### src/sv/nrc_pkg.sv
// Package for the normalized BGR row filter: pixel and result structs,
// register map codes, channel codes, sequencer states and datapath widths.
// No dependencies.
`timescale 1ns / 1ps
`default_nettype none

package nrc_pkg;

    // Depth of the pixel window by default.
    localparam int NRC_MAX_TAPS = 7;

    // Number of weight registers and width of the tap count register.
    localparam int TAPS_NUM  = 7;
    localparam int TAPCNT_W  = 3;
    localparam int TAP_W     = 12;

    // Column counter: only "more than radius" matters, radius is at most 3.
    localparam int COL_W     = 4;
    localparam int COL_CAP   = 8;

    // Accumulator: 7 products of 12x9 signed bits; weight sum: 7 taps.
    localparam int PROD_W    = 21;
    localparam int ACC_W     = 23;
    localparam int WSUM_W    = 15;

    // Register map (word index = paddr[4:2]).
    localparam int         PADDR_W       = 5;
    localparam logic [2:0] REG_TAP_COUNT = 3'd0;
    localparam logic [2:0] REG_TAP0      = 3'd1;

    // Channel codes in processing order.
    localparam logic [1:0] CH_BLUE  = 2'd0;
    localparam logic [1:0] CH_GREEN = 2'd1;
    localparam logic [1:0] CH_RED   = 2'd2;

    typedef struct packed {
        logic [7:0] blue_in;
        logic [7:0] green_in;
        logic [7:0] red_in;
        logic       row_end;
    } t_pix_in;

    typedef struct packed {
        logic [7:0] blue_out;
        logic [7:0] green_out;
        logic [7:0] red_out;
        logic       row_done;
        logic       run_last;
        logic       zero_weight;
    } t_pix_out;

    typedef struct packed {
        logic [7:0] red;
        logic [7:0] green;
        logic [7:0] blue;
    } t_bgr;

    typedef enum logic [2:0] {
        S_IDLE,
        S_MAC,
        S_CHECK,
        S_DIV,
        S_STORE,
        S_OUT
    } t_state;

endpackage

`default_nettype wire

### src/sv/normalized_row_convolution_bgr.sv
// Normalized horizontal FIR row filter for a BGR pixel stream (top level).
// Depends on nrc_pkg for payload structs, register codes and widths.
//
// Pixels arrive row by row; row_end marks the last pixel of a row. Each result is a
// FIR of up to seven taps along the row, divided by the tap sum (truncated toward
// zero) and clamped to 0..255 per channel; row ends replicate the edge pixels. A
// result leaves radius = tap_count/2 pixels after its input, and the row_end request
// flushes the pending results of the row (up to four). A zero tap sum gives zero
// channels with zero_weight set. One multiplier and one subtractor are shared under
// a small sequencer: for each channel it accumulates the taps in use, checks the
// quotient range and runs a restoring division only when the quotient is in range,
// then stores it. The input side is not ready while a request is being worked on or
// its results wait. Program the registers over APB only while idle.
`timescale 1ns / 1ps
`default_nettype none

module normalized_row_convolution_bgr #(
    parameter int MAX_TAPS = nrc_pkg::NRC_MAX_TAPS
) (
    input  wire logic                          i_clk,
    input  wire logic                          i_rst_n,
    // pixel request channel
    input  wire logic                          i_valid,
    output logic                               o_ready,
    input  wire nrc_pkg::t_pix_in              i_data,
    // result channel
    output logic                               o_valid,
    input  wire logic                          i_ready,
    output nrc_pkg::t_pix_out                  o_data,
    // APB configuration port
    input  wire logic                          psel,
    input  wire logic                          penable,
    input  wire logic                          pwrite,
    input  wire logic [nrc_pkg::PADDR_W-1:0]   paddr,
    input  wire logic [31:0]                   pwdata,
    output logic [31:0]                        prdata,
    output logic                               pready
);

    import nrc_pkg::*;

    // Window index width; one bit minimum for a single-tap window.
    localparam int WIN_IW = (MAX_TAPS > 1) ? $clog2(MAX_TAPS) : 1;

    // ------------------------------------------------------------------
    // Configuration registers
    // ------------------------------------------------------------------
    logic [TAPCNT_W-1:0]     r_tap_count;
    logic signed [TAP_W-1:0] r_tap [0:TAPS_NUM-1];

    logic [2:0] w_reg_idx;
    logic [2:0] w_tap_idx;
    logic       w_cfg_wr;

    assign w_reg_idx = paddr[4:2];
    assign w_tap_idx = w_reg_idx - REG_TAP0;
    assign w_cfg_wr  = psel && penable && pwrite && pready;
    assign pready    = 1'b1;

    always_ff @(posedge i_clk) begin
        if (!i_rst_n) begin
            r_tap_count <= TAPCNT_W'(1);
            for (int i = 0; i < TAPS_NUM; i++) begin
                r_tap[i] <= '0;
            end
            r_tap[0] <= TAP_W'(256);
        end else if (w_cfg_wr) begin
            unique case (w_reg_idx)
                REG_TAP_COUNT: begin
                    r_tap_count <= pwdata[TAPCNT_W-1:0];
                end
                default: begin
                    r_tap[w_tap_idx] <= pwdata[TAP_W-1:0];
                end
            endcase
        end
    end

    // Read back; weights come back sign-extended.
    always_comb begin
        unique case (w_reg_idx)
            REG_TAP_COUNT: begin
                prdata = 32'(r_tap_count);
            end
            default: begin
                prdata = 32'(r_tap[w_tap_idx]);
            end
        endcase
    end

    // ------------------------------------------------------------------
    // Sequencer and datapath registers
    // ------------------------------------------------------------------
    t_state                    r_state, n_state;
    t_bgr                      r_win [0:MAX_TAPS-1];
    logic [COL_W-1:0]          r_col;
    logic [1:0]                r_d;       // distance of the output column from newest
    logic                      r_end;     // request carried row_end
    logic [1:0]                r_chan;
    logic [2:0]                r_k;       // tap counter, runs up to the tap count
    logic signed [ACC_W-1:0]   r_acc;
    logic signed [WSUM_W-1:0]  r_wsum;
    logic [ACC_W-1:0]          r_rem;
    logic [WSUM_W-1:0]         r_dvs;
    logic [2:0]                r_bit;
    logic [7:0]                r_q;
    logic [7:0]                r_blue, r_green, r_red;
    logic                      r_zero;

    // Taps in use (clamped to the window depth) and radius.
    logic [2:0] w_ntaps;
    logic [1:0] w_rad;

    assign w_ntaps = ({1'b0, r_tap_count} > 4'(MAX_TAPS)) ? 3'(MAX_TAPS) : r_tap_count;
    assign w_rad   = w_ntaps[2:1];

    // Column count after this request, and whether it emits.
    logic             w_in_acc;
    logic [COL_W-1:0] w_col_inc;
    logic             w_emit;
    logic [1:0]       w_d0;

    assign w_in_acc = i_valid && o_ready;

    always_comb begin
        if (r_col == '0) begin
            w_col_inc = COL_W'(1);
        end else if (r_col == COL_W'(COL_CAP)) begin
            w_col_inc = COL_W'(COL_CAP);
        end else begin
            w_col_inc = r_col + COL_W'(1);
        end
    end

    assign w_emit = i_data.row_end || (w_col_inc > COL_W'(w_rad));
    // Short rows flush from the oldest pixel; otherwise start at radius.
    assign w_d0   = (i_data.row_end && !(w_col_inc > COL_W'(w_rad)))
                  ? w_col_inc[1:0] - 2'd1 : w_rad;

    // Window tap: column d + r - k, clamped to the window.
    logic signed [4:0]  w_j;
    logic [4:0]         w_j_cl;
    t_bgr               w_px;
    logic [7:0]         w_chan_val;
    logic signed [TAP_W-1:0]  w_tap;
    logic signed [PROD_W-1:0] w_prod;

    assign w_j = $signed({3'b0, r_d}) + $signed({3'b0, w_rad}) - $signed({2'b0, r_k});

    always_comb begin
        if (w_j < 0) begin
            w_j_cl = '0;
        end else if (w_j > $signed(5'(MAX_TAPS - 1))) begin
            w_j_cl = 5'(MAX_TAPS - 1);
        end else begin
            w_j_cl = w_j;
        end
    end

    assign w_px  = r_win[w_j_cl[WIN_IW-1:0]];
    assign w_tap = (r_k < 3'(TAPS_NUM)) ? r_tap[r_k] : '0;

    always_comb begin
        case (r_chan)
            CH_BLUE:  w_chan_val = w_px.blue;
            CH_GREEN: w_chan_val = w_px.green;
            default:  w_chan_val = w_px.red;
        endcase
    end

    // The one multiplier: weight times channel value.
    assign w_prod = w_tap * $signed({1'b0, w_chan_val});

    // Quotient setup: signs, magnitudes and the saturation check.
    logic             w_a_neg, w_w_neg;
    logic [ACC_W-1:0] w_a_mag;
    logic [WSUM_W-1:0] w_w_mag;
    logic             w_ovf;
    logic             w_div_go;

    assign w_a_neg  = r_acc[ACC_W-1];
    assign w_w_neg  = r_wsum[WSUM_W-1];
    assign w_a_mag  = w_a_neg ? ACC_W'(-r_acc) : ACC_W'(r_acc);
    assign w_w_mag  = w_w_neg ? WSUM_W'(-r_wsum) : WSUM_W'(r_wsum);
    assign w_ovf    = {1'b0, w_a_mag} >= (ACC_W + 1)'({w_w_mag, 8'b0});
    assign w_div_go = (r_wsum != '0) && (w_a_neg == w_w_neg) && !w_ovf;

    // The one subtractor: trial step of the restoring division.
    logic [ACC_W:0] w_trial;

    assign w_trial = {1'b0, r_rem} - (((ACC_W + 1)'(r_dvs)) << r_bit);

    // Last result of this request.
    logic w_out_last;

    assign w_out_last = !r_end || (r_d == 2'd0);

    // ------------------------------------------------------------------
    // Next state
    // ------------------------------------------------------------------
    always_comb begin
        n_state = r_state;
        unique case (r_state)
            S_IDLE: begin
                if (w_in_acc && w_emit) begin
                    n_state = S_MAC;
                end
            end
            S_MAC: begin
                if (r_k == w_ntaps) begin
                    n_state = S_CHECK;
                end
            end
            S_CHECK: begin
                n_state = w_div_go ? S_DIV : S_STORE;
            end
            S_DIV: begin
                if (r_bit == 3'd0) begin
                    n_state = S_STORE;
                end
            end
            S_STORE: begin
                n_state = (r_chan == CH_RED) ? S_OUT : S_MAC;
            end
            S_OUT: begin
                if (i_ready) begin
                    n_state = w_out_last ? S_IDLE : S_MAC;
                end
            end
            default: begin
                n_state = S_IDLE;
            end
        endcase
    end

    // ------------------------------------------------------------------
    // Handshake outputs
    // ------------------------------------------------------------------
    always_comb begin
        o_ready = (r_state == S_IDLE);
        o_valid = (r_state == S_OUT);
    end

    assign o_data.blue_out    = r_blue;
    assign o_data.green_out   = r_green;
    assign o_data.red_out     = r_red;
    assign o_data.row_done    = r_end && (r_d == 2'd0);
    assign o_data.run_last    = w_out_last;
    assign o_data.zero_weight = r_zero;

    // ------------------------------------------------------------------
    // Datapath
    // ------------------------------------------------------------------
    always_ff @(posedge i_clk) begin
        if (!i_rst_n) begin
            r_state <= S_IDLE;
            r_col   <= '0;
        end else begin
            r_state <= n_state;
            case (r_state)
                S_IDLE: begin
                    if (w_in_acc) begin
                        // First pixel of a row fills the whole window (left edge).
                        if (r_col == '0) begin
                            for (int i = 0; i < MAX_TAPS; i++) begin
                                r_win[i] <= {i_data.red_in, i_data.green_in, i_data.blue_in};
                            end
                        end else begin
                            for (int i = MAX_TAPS - 1; i > 0; i--) begin
                                r_win[i] <= r_win[i-1];
                            end
                            r_win[0] <= {i_data.red_in, i_data.green_in, i_data.blue_in};
                        end
                        r_col  <= i_data.row_end ? '0 : w_col_inc;
                        r_end  <= i_data.row_end;
                        r_d    <= w_d0;
                        r_chan <= CH_BLUE;
                        r_k    <= '0;
                        r_acc  <= '0;
                        r_wsum <= '0;
                    end
                end
                S_MAC: begin
                    if (r_k != w_ntaps) begin
                        r_acc <= r_acc + ACC_W'(w_prod);
                        // Weight sum is gathered on the first channel only.
                        if (r_chan == CH_BLUE) begin
                            r_wsum <= r_wsum + WSUM_W'(w_tap);
                        end
                        r_k <= r_k + 3'd1;
                    end
                end
                S_CHECK: begin
                    r_zero <= (r_wsum == '0);
                    r_rem  <= w_a_mag;
                    r_dvs  <= w_w_mag;
                    r_bit  <= 3'd7;
                    if (r_wsum == '0 || w_a_neg != w_w_neg) begin
                        r_q <= 8'd0;
                    end else if (w_ovf) begin
                        r_q <= 8'd255;
                    end else begin
                        r_q <= 8'd0;
                    end
                end
                S_DIV: begin
                    if (!w_trial[ACC_W]) begin
                        r_rem        <= w_trial[ACC_W-1:0];
                        r_q[r_bit]   <= 1'b1;
                    end
                    r_bit <= r_bit - 3'd1;
                end
                S_STORE: begin
                    case (r_chan)
                        CH_BLUE:  r_blue  <= r_q;
                        CH_GREEN: r_green <= r_q;
                        default:  r_red   <= r_q;
                    endcase
                    r_chan <= r_chan + 2'd1;
                    r_k    <= '0;
                    r_acc  <= '0;
                end
                S_OUT: begin
                    // Move on to the next pending column of the row flush.
                    if (i_ready && !w_out_last) begin
                        r_d    <= r_d - 2'd1;
                        r_chan <= CH_BLUE;
                        r_k    <= '0;
                        r_acc  <= '0;
                        r_wsum <= '0;
                    end
                end
                default: begin
                end
            endcase
        end
    end

    // ------------------------------------------------------------------
    // Assertions
    // ------------------------------------------------------------------
    a_ready_valid_excl: assert property (@(posedge i_clk) disable iff (!i_rst_n)
        !(o_ready && o_valid))
        else $error("input ready while a result is pending");

    a_busy_after_accept: assert property (@(posedge i_clk) disable iff (!i_rst_n)
        (i_valid && o_ready && w_emit) |=> !o_ready)
        else $error("ready held after an emitting request");

    a_zero_channels: assert property (@(posedge i_clk) disable iff (!i_rst_n)
        (o_valid && o_data.zero_weight) |->
        (o_data.blue_out == 8'd0 && o_data.green_out == 8'd0 && o_data.red_out == 8'd0))
        else $error("zero tap sum with nonzero channels");

    a_done_is_last: assert property (@(posedge i_clk) disable iff (!i_rst_n)
        (o_valid && o_data.row_done) |-> o_data.run_last)
        else $error("row end result not last of its request");

    a_col_cap: assert property (@(posedge i_clk) disable iff (!i_rst_n)
        r_col <= COL_W'(COL_CAP))
        else $error("column count beyond its cap");

endmodule

`default_nettype wire

### config.mk
export PLATFORM = sky130hd
export DESIGN_NAME = normalized_row_convolution_bgr
export DESIGN_NICKNAME = d
export VERILOG_FILES = /design/src/sv/nrc_pkg.sv /design/src/sv/normalized_row_convolution_bgr.sv
export SDC_FILE = /design/constraint.sdc
export NUM_CORES = 1
export LEC_CHECK = 0
export ABC_CLOCK_PERIOD_IN_PS = 7930
export BUFFER_PORTS_ARGS = -buffer_cell sky130_fd_sc_hd__buf_2
export CAP_MARGIN = 5
export CORE_MARGIN = 2
export CORE_UTILIZATION = 25
export CTS_BUF_LIST = sky130_fd_sc_hd__clkbuf_2 sky130_fd_sc_hd__clkbuf_4 sky130_fd_sc_hd__clkbuf_8
export CTS_CLUSTER_DIAMETER = 60
export DETAILED_ROUTE_END_ITERATION = 10
export PLACE_DENSITY = 0.39
export SLEW_MARGIN = 20
export SYNTH_ARGS = -nofsm -noshare
export SYNTH_HDL_FRONTEND = slang
export SYNTH_SLANG_ARGS = --single-unit
### constraint.sdc
create_clock -name i_clk -period 7.93 [get_ports i_clk]
set_clock_uncertainty 0.05 [all_clocks]
set_input_delay 0.793 -clock i_clk [delete_from_list [all_inputs] [get_ports i_clk]]
set_output_delay 0.793 -clock i_clk [all_outputs]
set_load 0.01 [all_outputs]
Word-level counts from Yosys, hierarchy flattened
Memories as Yosys holds them, arrays and structs flattened. A register that Yosys moved wholly into a read port is not among the register bits. Index checks and enable logic that the tools add are counted.

Bits in registers: 130. Bits in writable memories: 252. Input bits: 69. Output and inout port bits: 62. Logic and storage cells: 193. Memories kept: 2.

$add $sub $neg: 14. $mul: 1. Magnitude comparators: 7. Equality and inequality tests: 21. Shift-type cells: 1. Muxes and demuxes: 74. Bitwise operators: 10. Reductions and logical operators: 46.

Memories: r_win (words 7, width 24, rd ports 7, clocked after memory_dff 0, write ports 7, line normalized_row_convolution_bgr.sv:95) `t_bgr r_win [0:MAX_TAPS-1];`; r_tap (words 7, width 12, rd ports 2, clocked after memory_dff 1, write ports 7, line normalized_row_convolution_bgr.sv:49) `logic signed [TAP_W-1:0] r_tap [0:TAPS_NUM-1];`.

Operators with widths (count): 2-to-1 mux 24 bit (7); 2-to-1 mux 23 bit (5); case mux 23 bit (4 select lines) (1); 2-to-1 mux 15 bit (5); case mux 23 bit (2 select lines) (1); case mux 15 bit (3 select lines) (1); 2-to-1 mux 3 bit (13); 2-to-1 mux 12 bit (3); 2-to-1 mux 32 bit (1); case mux 8 bit (2 select lines) (2); 2-to-1 mux 8 bit (3); << shifter 15 x 3 -> 24 bit (1); subtractor 23 x 24 -> 24 bit (1); adder 23 x 21 -> 23 bit (1); greater-or-equal comparator 23 bit (1); negation 23 bit (1); multiplier 12 x 9 -> 21 bit (1); 2-to-1 mux 1 bit (18); case mux 3 bit (6 select lines) (1); adder 15 x 12 -> 15 bit (1); zero test 15 bit (1); negation 15 bit (1); AND reduction 3 bit (5); nonzero test 15 bit (1); other kinds (50) (98).

Logic depth before layout (Yosys ltp)
An unclocked memory read counts as a cell.

Depth after elaboration: 11. Gate-level depth with buffers: 34. Gate-level depth less buffers: 30.

Least setup slack after synthesis
OpenSTA, ideal clock, no wires.

Kind: register to register. Start point: register r_k[0]. End point: register r_acc[20] (data pin). Library setup time: 270 ps. Arrival: 7684 ps. Required time: 7610 ps. Path slack: -74 ps. Cell stages (with the launch flop): 29. Buffers on the path: 1. Clock period less this slack: 8004 ps. Cell sequence: edfxtp_1 -> ha_1 -> inv_1 -> ha_1 -> fa_1 -> xnor2_1 -> o21ai_4 -> nor2_4 -> mux4_2 -> a31o_1 -> a311oi_2 -> buf_4 -> nor3_1 -> fa_1 -> inv_1 -> fa_1 -> fa_1 -> inv_1 -> fa_1 -> inv_1 -> fa_1 -> inv_1 -> ha_1 -> a21oi_1 -> o21bai_1 -> or3b_2 -> o21ai_0 -> or3_1 -> a21oi_1.

Longest elaborated chain between the ends: 10. Elaborated cells between the ends (all ways): 13. Those cells by class: add/sub: 2; mul: 1; order compare: 3; mux: 6; memory: 1.

RTL lines: start, declared (line normalized_row_convolution_bgr.sv:100) `logic [2:0] r_k;`; start signal, assigned (line normalized_row_convolution_bgr.sv:290) `r_k <= r_k + 3'd1;`; subtractor 3 x 3 -> 4 bit (line normalized_row_convolution_bgr.sv:148) `assign w_j = $signed({3'b0, r_d}) + $signed({3'b0, w_rad}) - $signed({2'b0, r_k});`; > comparator 4 bit (line normalized_row_convolution_bgr.sv:153) `end else if (w_j > $signed(5'(MAX_TAPS - 1))) begin`; 2-to-1 mux 3 bit (line normalized_row_convolution_bgr.sv:153); 2-to-1 mux 3 bit (line normalized_row_convolution_bgr.sv:151) `if (w_j < 0) begin`; memory (7 x 24 bit); case mux 8 bit (2 select lines) (line normalized_row_convolution_bgr.sv:164) `case (r_chan)`; multiplier 12 x 9 -> 21 bit (*) (line normalized_row_convolution_bgr.sv:172) `assign w_prod = w_tap * $signed({1'b0, w_chan_val});`; adder 23 x 21 -> 23 bit (*) (line normalized_row_convolution_bgr.sv:285) `r_acc <= r_acc + ACC_W'(w_prod);`; 2-to-1 mux 23 bit (*) (line normalized_row_convolution_bgr.sv:284) `if (r_k != w_ntaps) begin`; case mux 23 bit (4 select lines) (*) (line normalized_row_convolution_bgr.sv:260) `case (r_state)`; end signal, assigned (line normalized_row_convolution_bgr.sv:285); end, declared (line normalized_row_convolution_bgr.sv:101) `logic signed [ACC_W-1:0] r_acc;`.

Mark *: on every way between the ends. The rest lies on a longest branch, timed or not. The select of a mux whose other input is x is not followed. A chain may end at the register's enable or synchronous reset.

Worst setup path in the final report
Start point: register r_k[1]. End point: register r_acc[18] (data pin).

The elaborated chain is that of the path after synthesis.

==> flow_metrics.env <==
export IMPL_cp_end_kind="flop"
export IMPL_setup_violations_final=0
export IMPL_path_delay_family="adder cells"
export IMPL_final_common_cell="edfxtp_1"
export IMPL_tightest_slew_ps=983
export IMPL_die_w_microns=327
export IMPL_htreeDepth=3
export IMPL_rows=118
export IMPL_cp_max_fo=6
export IMPL_initial_utilization_pct=25.2
export IMPL_die_h_microns=327
export IMPL_grt_pass1_vias=19900
export IMPL_arrival_ps=8170
export IMPL_crit_top_cell="fa_1"
export IMPL_clockBufferDepth=3
export IMPL_synthArstFlopShare_pct=0
export IMPL_die_area_sq_um=107000
export IMPL_hold_end="r_win[0][0]"
export IMPL_routed_wl_microns=78300
export IMPL_whs_path_depth=1
export IMPL_cts_root_buf="clkbuf_8"
export IMPL_synth_nets=2678
export IMPL_grt_pass1_wl_microns=120000
export IMPL_finalHoldViolations=0
export IMPL_r2r_end="r_acc[18]"
export IMPL_wire_per_inst_microns=19.2
export IMPL_cp_required_ps=8280
export IMPL_place_inst=3902
export IMPL_max_cap_viol_count=0
export IMPL_slew_headroom_pct=34.4
export IMPL_grt_overflow=0
export IMPL_reg2reg_slack_ps=110
export IMPL_drv_slew=0
export IMPL_max_freq_ghz=0.128
export IMPL_synth_top_area_share_pct=41.4
export IMPL_cts_tree="done"
export IMPL_grtUsageMet3_pct=2.01
export IMPL_drt_first_pass_iters=5
export IMPL_cp_slowest_cell="fa_1"
export IMPL_avgViaCountPerCell=4.73
export IMPL_syn_mean_instance_area_sq_um=11.0
export IMPL_nNetsFinal=2926
export IMPL_synth_edff_count=360
export IMPL_syn_inst=2385
export IMPL_layout_cells_non_filler=4081
export IMPL_path_buf_inv=7
export IMPL_yosys_area_top_type="edfxtp_1"
export IMPL_grt_max_degree=99
export IMPL_ant_nets=0
export IMPL_rr_startpoint="r_k[1]"
export IMPL_busiest_layer="met2"
export IMPL_cp_slowest_stage_delay_ps=600
export IMPL_rr_worst_depth=27
export IMPL_drive_gt1_share_pct=23.7
export IMPL_fin_crit_sh_pct=98.6
export IMPL_finalInstanceArea_sq_um=31800
export IMPL_vias=19300
export IMPL_critPathKind="reg2reg"
export IMPL_port_buffer_count=107
export IMPL_postPlaceCellArea_sq_um=29200
export IMPL_use_met1_pct=19.7
export IMPL_place_congestion=0.826
export IMPL_clkTransAtPathRegs_ps=60
export IMPL_ys_ff_latch=397
export IMPL_rsz0062_at_grt="true"
export IMPL_syn2layout_area_growth_pct=21.7
export IMPL_grt_use_met2_pct=23.9
export IMPL_synth_cell_type_count=78
export IMPL_clkLatencyLatePin_ps=700
export IMPL_crit_path_start_kind="flop"
export IMPL_hold_class="in2reg"
export IMPL_drc=0
export IMPL_ys_seq_area_share_pct=44.2
export IMPL_yosysWarnings=0
export IMPL_core_area_sq_um=104000
export IMPL_synthFlopType="edfxtp_1"
export IMPL_synthTopCellsByArea="edfxtp_1, fa_1, ha_1"
export IMPL_clock_sinks=397
export IMPL_antenna_found_initial=4
export IMPL_syn_cell_area_sq_um=26100
export IMPL_status="finished, final reports clean"
export IMPL_drtIter0Drc=1231
export IMPL_track_usage_pct=14.5
export IMPL_io_pins=131
export IMPL_numCtsBuffers=82
export IMPL_hpwl_microns=56900
export IMPL_min_from="i_data[17]"
export IMPL_layout_common_cells="edfxtp_1, nor2_1, inv_1, buf_4, a21o_1"
export IMPL_fin_crit_ps=7820
[area by class of cell]
class                           count  area [sq um]
Fill cell                       10700         71800
Multi-Input combinational cell   1646         13800
Sequential cell                   397         11600
Timing Repair Buffer              308          2270
Tap cell                         1380          1730
Clock buffer                      109          1360
Inverter                          198           743
Clock inverter                     41           339
Antenna cell                        2          5.00
[logic make-up (layout without fill, tap and decap cells)]
family,Yosys count,after routing,synth area share [%]
other,1,3,0.0143
AOI/OAI and AO/OA,557,557,14.7
DFF,397,397,44.2
xor gates and xnor gates,87,87,2.92
muxes,111,111,7.24
adders and majority gates,224,224,13.7
buffers and inverters,342,656,5.29
and+or+nand+nor,666,666,12.0
[synthesized netlist by cell type (all sizes together) (20+ instances only)]
library cell,instances
a21o,168
a21oi,109
a31oi,20
and2,28
and3,21
buf,45
clkbuf,99
dfxtp,37
edfxtp,360
fa,103
ha,121
inv,198
mux2i,36
mux4,61
nand2,166
nand2b,31
nand3,28
nor2,228
nor2b,45
nor3,52
o21ai,87
xnor2,55
xor2,32
[worst max-delay path by stage]
stage,start,endpoint,slack [ps],cells after the start
4_1_cts,r_d[1],r_acc[20],1,31
3_3_place_gp,r_tap_count[2],r_acc[18],-230,30
2_1_floorplan,r_k[0],r_acc[20],40,29
5_1_grt,r_k[1],r_acc[21],-170,30
6_report,r_k[1],r_acc[18],110,27
3_5_place_dp,r_tap_count[2],r_acc[18],-270,32
[metrics by stage]
stage | setup TNS [ps] | util, % | hold WS (ps) | worst slack (ps)
4_1_cts | 0 | 30.2 | 151 | 1.44
6_report | 0 | 30.7 | 246 | 113
5_1_grt | -816 | 30.7 | 172 | -173
2_1_floorplan | 0 | - | 414 | 38.6
3_3_place_gp | -1060 | 28.2 | 432 | -227
3_5_place_dp | -1350 | 28.2 | 437 | -273
[per-layer routing]
metal | share of wire, % | wire length [microns]
met1 | 46 | 36400
met4 | 2.6 | 2040
met3 | 4.0 | 3110
met5 | 0 | 0
met2 | 47 | 36800
[state kept, by name, summed over array words and instances (netlist names), 2 cells and up, named ones only]
signal / count
r_bit: 3
r_wsum: 15
r_state: 3
r_chan: 2
r_rem: 23
r_tap: 96
r_win: 168
r_blue: 8
r_d: 2
r_k: 3
r_dvs: 15
r_acc: 23
r_col: 4
r_tap_count: 3
r_q: 8
r_green: 8
r_red: 8
[worst reg2reg max path: stages (launching register included)]
cell and delay [ps]:
edfxtp_1 420, fa_1 600, inv_2 70, fa_2 370
xnor2_2 180, buf_4 160, o21ai_4 70, nor2_4 150
buf_6 110, mux4_2 470, a31o_1 220, a311oi_2 210
buf_6 220, nor2_1 90, fa_1 500, fa_1 440
fa_1 510, fa_1 540, inv_1 70, fa_1 500
inv_1 40, ha_2 190, or3_4 400, buf_4 140
o21a_4 210, a31oi_4 190, nor4_2 50, or3_1 370
[what timing repair did]
item	in CTS	in global routing
setup endpoints to repair	9	14
buffers inserted	17	10
hold buffers	0	0
gates cloned	0	1
pin swaps	49	76
gates resized for setup	62	79
Power is not shown: default switching activity piles up to over one toggle a cycle in this logic, so the estimate is an artifact.
